File: src/hw/rtl/bdsm_pkg.sv
`timescale 1ns / 1ps
// Shared widths, fixed-point constants and pipeline stage numbering for the
// barrel distortion scatter map. No dependencies.
package bdsm_pkg;

    // Fixed-point format and frame limits
    localparam int FRAC_BITS = 18;
    localparam int DIM_W     = 12;
    localparam int COORD_W   = 11;
    localparam int PIXEL_W   = 24;
    localparam int CFG_IDX_W = 2;

    localparam logic [DIM_W-1:0] MIN_DIM      = DIM_W'(2);
    localparam logic [DIM_W-1:0] MAX_DIM      = DIM_W'(2048);
    localparam logic [DIM_W-1:0] WIDTH_RESET  = DIM_W'(640);
    localparam logic [DIM_W-1:0] HEIGHT_RESET = DIM_W'(480);

    // Configuration register indexes
    localparam logic [CFG_IDX_W-1:0] REG_IMAGE_WIDTH  = CFG_IDX_W'(0);
    localparam logic [CFG_IDX_W-1:0] REG_IMAGE_HEIGHT = CFG_IDX_W'(1);

    // Quotient of 2c/dim in fixed point: at most 2.0 for in-frame coordinates
    localparam int QUOT_W     = FRAC_BITS + 2;
    localparam int DIV_STAGES = 5;
    localparam int DIV_BITS   = (QUOT_W + DIV_STAGES - 1) / DIV_STAGES;

    localparam logic [QUOT_W-1:0] ONE_Q = QUOT_W'(1) << FRAC_BITS;

    // Datapath widths
    localparam int NORM_W  = FRAC_BITS + 2;           // signed, [-1, 1]
    localparam int SQ_W    = FRAC_BITS + 1;           // unsigned, [0, 1]
    localparam int R2_W    = FRAC_BITS + 2;           // unsigned, [0, 2]
    localparam int S_W     = FRAC_BITS + 1;           // unsigned, [0, 1]
    localparam int PROD_W  = NORM_W + S_W + 1;        // signed product
    localparam int T_W     = FRAC_BITS + 2;           // unsigned, [0, 2]
    localparam int SCALE_W = T_W + DIM_W;

    // Pipeline stage numbering
    localparam int ST_IN    = 0;
    localparam int ST_DIV0  = 1;
    localparam int ST_SQ    = ST_DIV0 + DIV_STAGES;
    localparam int ST_R2    = ST_SQ + 1;
    localparam int ST_MUL   = ST_R2 + 1;
    localparam int ST_SCALE = ST_MUL + 1;
    localparam int ST_OUT   = ST_SCALE + 1;
    localparam int N_STAGES = ST_OUT + 1;

endpackage

File: src/hw/rtl/bdsm_div.sv
`timescale 1ns / 1ps
// Pipelined restoring divider: floor((coord << (FRAC_BITS+1)) / dim).
// Depends on bdsm_pkg.
module bdsm_div (
    input  logic                                aclk,
    input  logic [bdsm_pkg::DIV_STAGES-1:0]     stage_en,
    input  logic [bdsm_pkg::COORD_W-1:0]        coord,
    input  logic [bdsm_pkg::DIM_W-1:0]          dim,
    output logic [bdsm_pkg::QUOT_W-1:0]         quot
);

    logic [bdsm_pkg::DIM_W-1:0]      rem_reg  [bdsm_pkg::DIV_STAGES];
    logic [bdsm_pkg::QUOT_W-1:0]     quot_reg [bdsm_pkg::DIV_STAGES];
    logic [bdsm_pkg::DIM_W-1:0]      rem_in   [bdsm_pkg::DIV_STAGES];
    logic [bdsm_pkg::QUOT_W-1:0]     quot_in  [bdsm_pkg::DIV_STAGES];
    logic [bdsm_pkg::DIV_STAGES-1:0] head_bit;

    for (genvar g = 0; g < bdsm_pkg::DIV_STAGES; g++) begin : g_stage
        logic [bdsm_pkg::DIM_W-1:0]  rem_next;
        logic [bdsm_pkg::QUOT_W-1:0] quot_next;

        if (g == 0) begin : g_first
            // Numerator bits above the quotient window seed the remainder;
            // the lowest coordinate bit is the only non-zero bit left.
            assign rem_in[g]   = bdsm_pkg::DIM_W'(coord[bdsm_pkg::COORD_W-1:1]);
            assign quot_in[g]  = '0;
            assign head_bit[g] = coord[0];
        end else begin : g_rest
            assign rem_in[g]   = rem_reg[g-1];
            assign quot_in[g]  = quot_reg[g-1];
            assign head_bit[g] = 1'b0;
        end

        always_comb begin
            logic [bdsm_pkg::DIM_W:0]    trial;
            logic [bdsm_pkg::DIM_W-1:0]  rem;
            logic [bdsm_pkg::QUOT_W-1:0] q;
            rem   = rem_in[g];
            q     = quot_in[g];
            trial = '0;
            for (int i = 0; i < bdsm_pkg::DIV_BITS; i++) begin
                if (g * bdsm_pkg::DIV_BITS + i < bdsm_pkg::QUOT_W) begin
                    trial = {rem, ((i == 0) ? head_bit[g] : 1'b0)};
                    q     = {q[bdsm_pkg::QUOT_W-2:0], 1'b0};
                    if (trial >= {1'b0, dim}) begin
                        trial = trial - {1'b0, dim};
                        q[0]  = 1'b1;
                    end
                    rem = trial[bdsm_pkg::DIM_W-1:0];
                end
            end
            rem_next  = rem;
            quot_next = q;
        end

        always_ff @(posedge aclk) begin
            if (stage_en[g]) begin
                rem_reg[g]  <= rem_next;
                quot_reg[g] <= quot_next;
            end
        end
    end

    assign quot = quot_reg[bdsm_pkg::DIV_STAGES-1];

endmodule

File: config.mk
export PLATFORM = sky130hd
export DESIGN_NAME = bdsm_div
export DESIGN_NICKNAME = d
export VERILOG_FILES = /design/src/hw/rtl/bdsm_pkg.sv /design/src/hw/rtl/bdsm_div.sv
export SDC_FILE = /design/constraint.sdc
export NUM_CORES = 1
export LEC_CHECK = 0
export ABC_CLOCK_PERIOD_IN_PS = 33000
export BUFFER_PORTS_ARGS = -buffer_cell sky130_fd_sc_hd__buf_2
export CAP_MARGIN = 10
export CELL_PAD_IN_SITES_DETAIL_PLACEMENT = 0
export CELL_PAD_IN_SITES_GLOBAL_PLACEMENT = 2
export CORE_MARGIN = 5
export CORE_UTILIZATION = 40
export DETAILED_ROUTE_END_ITERATION = 16
export MAX_ROUTING_LAYER = met4
export PLACE_DENSITY_LB_ADDON = 0.15
export SLEW_MARGIN = 20
export SYNTH_ARGS = -nofsm -noshare
export SYNTH_HDL_FRONTEND = slang
export SYNTH_SLANG_ARGS = --single-unit
File: constraint.sdc
create_clock -name aclk -period 33 [get_ports aclk]
set_input_delay 8.25 -clock aclk [delete_from_list [all_inputs] [get_ports aclk]]
set_output_delay 8.25 -clock aclk [all_outputs]
set_load 0.01 [all_outputs]
==> out/qor.txt, run 1 <==
Outcome: complete, no violations
Slew Viols, Final: 0
Worst Setup Start Kind: input port
Commonest cells after routing, fill and taps aside: 225 x ha_1, 150 x a21oi_1, 124 x nand2_1, 121 x o21ai_0, 121 x nor2_1
Top_reg_cell synth: edfxtp_1
MaxCap Viol Count: 0
Placed wire-length estimate: 32.5 mm
Layout cells sized above 1: 12.8%
First-pass GRT wire length: 68.0 mm
Crit Path Max Fanout: 20
Post_cts resized: 0
FF+latch area: 3240 µm²
Clock Path Buffers: 2
Area growth syn-to-layout: 7.84%
Average size of a mapped cell: 8.77 µm²
Post-synth EDFFs: 108
Most used cell, CP: o21ai_0
GRT Residual Overflow: 0
Relative slew slack: 31.3%
Mapped Nets: 1981
GP Congestion: 0.883
Postcts setup bufs: 0
Final core occ: 43.4%
Number of remaining DRC errors: 0
Number of global-route vias before repair: 12296
Drt pass-1 iters: 5
Hold Vio Cnt, Final: 0
Worst-margin pin slew: 1.02 ns
Max Clock Skew: 0.0131 ns
HP Class: reg -> reg
Initial antenna violation count: 1
Post-synth cell types: 81
Setup_tns: 0 ns
Largest net degree at the start of global routing: 48
Synth Register Bits: 108
Final ANT Viol Nets: 0
RSZ-0062 raised after global routing: false
Cell Area, Synth: 15100 µm²
Final period utilization: 57.6%
# fillers: 3753
Share of async-settable or async-resettable flops after synthesis: 0%
Root Buffer: clkbuf_16
Cells after Synth: 1721
Die Footprint: 41700 µm²
Tot GR Track Use: 20.9%
Nets: 2026
Total length of routed wires: 43.0 mm
Footprint of the multi-input gates: 11400 µm²
Initial Util: 40.3%
Antenna Cells: 0
Drt wl/cell: 18.8 µm
Synthesis warning total: 0
Die X: 204 µm
Worst EP arrival: 19.13 ns
Clock-pin slew on the worst setup and hold paths: 0.08 ns
Max reg flops: 60
Die Y: 204 µm
Critical path class: in -> reg
Post-synthesis sequential area ratio: 21.5%
Crit-path slowest cell: nor4_4
CTS tree: done
# setup viols final: 0
Clock Sinks: 108
Vias: 12961
Commonest non-fill, non-tap cell in the layout: ha_1
Setup crit end kind: flip-flop
Via-to-Cell Ratio: 5.68
Core area: 37500 µm²
H-tree depth: 3
Port bufs: 48
Cell row count: 71
Clk_lat worst skew: 0.36 ns
Hold-fix buffers, CTS: 0
Period minus WS final: 19.01 ns
DRT iter0 DRCs: 782
I/O pin count: 49
CTS Buf Count: 9
CP max stage delay: 0.86 ns
Worst EP required: 33.12 ns
Fmax: 52.6 MHz
-- cell type report --
| class | instances | area share [%] |
|---|---|---|
| multi-input combinational | 1507 | 70.3 |
| clock inverter | 7 | 0.407 |
| sequential | 108 | 19.9 |
| inverter | 71 | 1.64 |
| tap | 511 | 3.93 |
| clock buffer | 9 | 1.38 |
| timing repair buffer | 69 | 2.44 |
-- metrics by stage --
stage               instance area, µm²  instances  hold WS, ns  setup WS, ns
global placement                 16000       2266        0.403         13.70
finish                           16300       2282        0.417         13.99
detailed placement               16000       2266        0.405         13.58
global route                     16300       2282        0.432         13.08
CTS                              16300       2282        0.414         13.95
floorplan                        15100       1721        0.400         15.57
-- cells in the mapped netlist, types with 9 or more instances --
cell type / count / area [µm²]
ha_1: 225 / 2820
a21oi_1: 150 / 751
nand2_1: 124 / 465
nor2_1: 122 / 458
o21ai_0: 121 / 606
edfxtp_1: 108 / 3240
xnor2_1: 104 / 911
mux2_2: 93 / 1050
inv_1: 68 / 255
a21o_1: 60 / 450
xor2_1: 49 / 429
nor3_1: 42 / 210
o21a_1: 41 / 308
nand3_1: 30 / 150
nor2b_1: 28 / 175
nand4_1: 27 / 169
nand2b_1: 26 / 163
o21bai_1: 23 / 173
o31ai_1: 17 / 128
a211oi_1: 15 / 113
and2_1: 15 / 93.8
mux2_4: 14 / 210
buf_2: 13 / 65.1
clkbuf_1: 13 / 48.8
or2_2: 11 / 68.8
a21boi_0: 10 / 75.1
mux2i_1: 10 / 100
o211ai_1: 10 / 75.1
o31a_1: 9 / 78.8
-- critical path: cells and delay by family --
kind                       cells  cell delay, ns
and+or+nand+nor                6            1.96
adders and majority gates      4            1.51
buffers and inverters          3            0.82
muxes                          3            1.25
AOI/OAI and AO/OA             23            5.32
-- final timing paths --
path                                 from                        end  slack (ns)  depth (start not counted)
min              quot_reg[0][3]$_DFFE_PP_  quot_reg[0][27]$_DFFE_PP_        0.42                          0
max                                dim[1]   rem_reg[0][35]$_DFFE_PP_       13.99                         39
max reg2reg  rem_reg[0][12]$_SDFFCE_PN0P_   rem_reg[0][35]$_DFFE_PP_       22.07                         37
min reg2reg      quot_reg[0][3]$_DFFE_PP_  quot_reg[0][27]$_DFFE_PP_        0.42                          0
-- routing by layer --
metal | routed length [µm] | track usage (%)
met4 | 618 | 3.69
met3 | 1290 | 2.21
met2 | 19300 | 32.9
met1 | 21800 | 29.7
met5 | 0 | -
-- cell families (layout without fill, tap and decap cells) --
family                   Yosys count  after routing  share of synthesized area (%)
AO/OA/AOI/OAI                    536            536                           23.1
AND/OR/NAND/NOR                  470            470                           15.2
adder cells (fa/ha/maj)          231            231                           19.5
XOR/XNOR                         153            153                           8.88
multiplexers                     117            117                           9.00
flip-flops                       108            108                           21.5
buffers and inverters            106            156                           2.87
Power of run 1 is left out: the tool's default activity adds up to more than one toggle a clock period on the data nets, which glitch-free logic cannot reach.
==> run 2: changes to the inputs <==
- ABC_AREA: not set -> 1
- ABC_CLOCK_PERIOD_IN_PS: 33000 -> 16000
- CORE_UTILIZATION: 40 -> 34
- clock period: 33 -> 16 ns (I/O delays scaled with it)
==> run 2 against run 1 <==
Net effect:
- worst hold slack improved by 0.00075 ns
- synthesized cell count increased by 43%
- routed wire length increased by 26%
- die area increased by 28%
- core utilization decreased by 6.7 points
- via count increased by 23%
- non-clock buffer count increased by 1
- final cell count increased by 37%
- critical path type unchanged
- critical path depth increased by 6
- first-iteration DRC count increased by 36%
- register-to-register slack got worse by 15 ns
==> out/qor.txt, run 2 <==
Slew Viols, Final: 0
RSZ-0062 raised after global routing: false
Cell Area, Synth: 16600 µm²
Cell family with most CP delay: simple AND/OR/NAND/NOR gates
Adder-Cell Fraction of Synth Area: 17.7%
Mapped Nets: 2717
Antenna Cells: 0
Clock Path Buffers: 2
FF+latch area: 3240 µm²
Commonest non-fill, non-tap cell in the layout: nand2_1
Via-to-Cell Ratio: 5.10
Hold-fix buffers, CTS: 0
Compound-Gate Fraction of Synth Area: 14.2%
Critical path class: in -> reg
Root Buffer: clkbuf_16
Post-synth cell types: 56
CTS Buf Count: 9
Vias: 15951
Post-synth EDFFs: 108
Drt pass-1 iters: 7
HP Class: reg -> reg
Post_cts resized: 0
Gr busiest metal: met2
Die X: 231 µm
Footprint of the multi-input gates: 11900 µm²
Commonest cells after routing, fill and taps aside: 733 x nand2_1, 319 x inv_1, 225 x ha_1, 171 x a21oi_1, 148 x nand3_1
CP max stage delay: 0.72 ns
MaxCap Viol Count: 0
Commonest cells in the netlist: 733 x nand2_1, 319 x inv_1, 225 x ha_1, 171 x a21oi_1, 148 x nand3_1
Mux share of post-synthesis cell area: 0%
Average size of a mapped cell: 6.76 µm²
Top cells by area, synth: edfxtp_1 20%, ha_1 17%, nand2_1 17%, inv_1 7.2%, xor2_1 5.7%
Top-count cell post-synth: nand2_1
Area leader, netlist: edfxtp_1
Initial antenna violation count: 1
I/O pin count: 49
Max reg flops: 60
Nets: 2762
Clock-pin slew on the worst setup and hold paths: 0.08 ns
Number of global-route vias before repair: 15195
CTS tree: done
Most used cell, CP: nand2_1
Cells after Synth: 2457
GP Congestion: 0.907
Layout cells sized above 1: 6.94%
Post-synthesis sequential area ratio: 19.5%
Final period utilization: 80.5%
Synth Register Bits: 108
Clock Sinks: 108
Share of async-settable or async-resettable flops after synthesis: 0%
Postcts setup bufs: 0
Worst Setup Start Kind: input port
Worst EP required: 16.14 ns
Simple-Gate Fraction of Synth Area: 30.5%
DRT iter0 DRCs: 1065
Synthesis warning total: 0
Relative slew slack: 38.7%
Met3 usage: 2.50%
Met1 usage: 28.1%
Tot GR Track Use: 20.7%
Combinational family with the most area after synthesis: simple AND/OR/NAND/NOR gates
Period minus WS final: 12.88 ns
Met2 GRT Util: 33.5%
Clk_lat worst skew: 0.39 ns
Crit Path Max Fanout: 23
Die Y: 231 µm
Worst EP arrival: 13.02 ns
GRT Residual Overflow: 0
Xor and xnor area share after synthesis: 9.43%
Crit path buf inv count: 8
First-pass GRT wire length: 84.8 mm
Area growth syn-to-layout: 7.47%
Fmax: 77.6 MHz
# fillers: 5325
Worst-margin pin slew: 0.919 ns
Largest net degree at the start of global routing: 41
Final ANT Viol Nets: 0
Outcome: complete, no violations
Die Footprint: 53400 µm²
Crit-path slowest cell: a21oi_1
H-tree depth: 3
Core area: 48600 µm²
Port bufs: 48
Area share of the largest cell type after synthesis: 19.5%
Top_reg_cell synth: edfxtp_1
Drt wl/cell: 17.3 µm
Number of remaining DRC errors: 0
Setup crit end kind: flip-flop
Setup_tns: 0 ns
Total length of routed wires: 54.1 mm
Cell row count: 81
Placed wire-length estimate: 42.9 mm
Initial Util: 34.2%
Hold Vio Cnt, Final: 0
Max Clock Skew: 0.00540 ns
# setup viols final: 0
-- run 2: cell families after synthesis --
family,count (synthesis)
adders and majority gates,231
AOI/OAI and AO/OA,416
and+or+nand+nor,1161
buffers and inverters,362
xor gates and xnor gates,179
DFF,108
-- run 2: worst register-to-register path: cells and delay by family (launching register included) --
kind / cells / cell delay, ns
flops: 1 / 0.45
compound gates: 9 / 2.25
simple gates: 24 / 4.10
fa+ha+maj: 4 / 1.40
buf+inv: 5 / 0.45
-- run 2: through the flow --
step | worst slack (ns) | util (%) | instances | hold WS (ns) | area (µm²)
6_report | 3.12 | 36.7 | 3129 | 0.417 | 17900
5_1_grt | 1.95 | 36.7 | 3129 | 0.425 | 17900
4_1_cts | 3.15 | 36.7 | 3129 | 0.417 | 17900
3_5_place_dp | 2.76 | 36.1 | 3113 | 0.405 | 17600
3_3_place_gp | 2.85 | 36.1 | 3113 | 0.400 | 17600
2_1_floorplan | 5.35 | - | 2457 | 0.400 | 16600
-- run 2: worst paths after layout --
kind	startpoint	end	slack, ns	cells past startpoint
min	quot_reg[0][0]$_DFFE_PP_	quot_reg[0][24]$_DFFE_PP_	0.42	0
min reg2reg	quot_reg[0][0]$_DFFE_PP_	quot_reg[0][24]$_DFFE_PP_	0.42	0
max reg2reg	rem_reg[0][1]$_DFFE_PP_	rem_reg[0][16]$_DFFE_PP_	7.11	42
max	dim[3]	rem_reg[0][16]$_DFFE_PP_	3.12	45
-- run 2: cell type report --
class | instances | area share [%]
multi-input cells | 1987 | 66.8
flip-flops and latches | 108 | 18.2
inverters | 326 | 6.86
well taps | 622 | 4.36
repair buffers | 70 | 2.27
clock buffers | 10 | 1.28
clock inverters | 6 | 0.301
-- run 2: layer usage --
layer | share of wire, % | vias up | wire, µm
met2 | 46 | 314 | 24900
li1 | - | 8307 | -
met3 | 4.0 | 50 | 2160
met4 | 1.7 | 0 | 903
met5 | 0 | - | 0
met1 | 48 | 7280 | 26200
Power of run 2 is left out for the same reason.
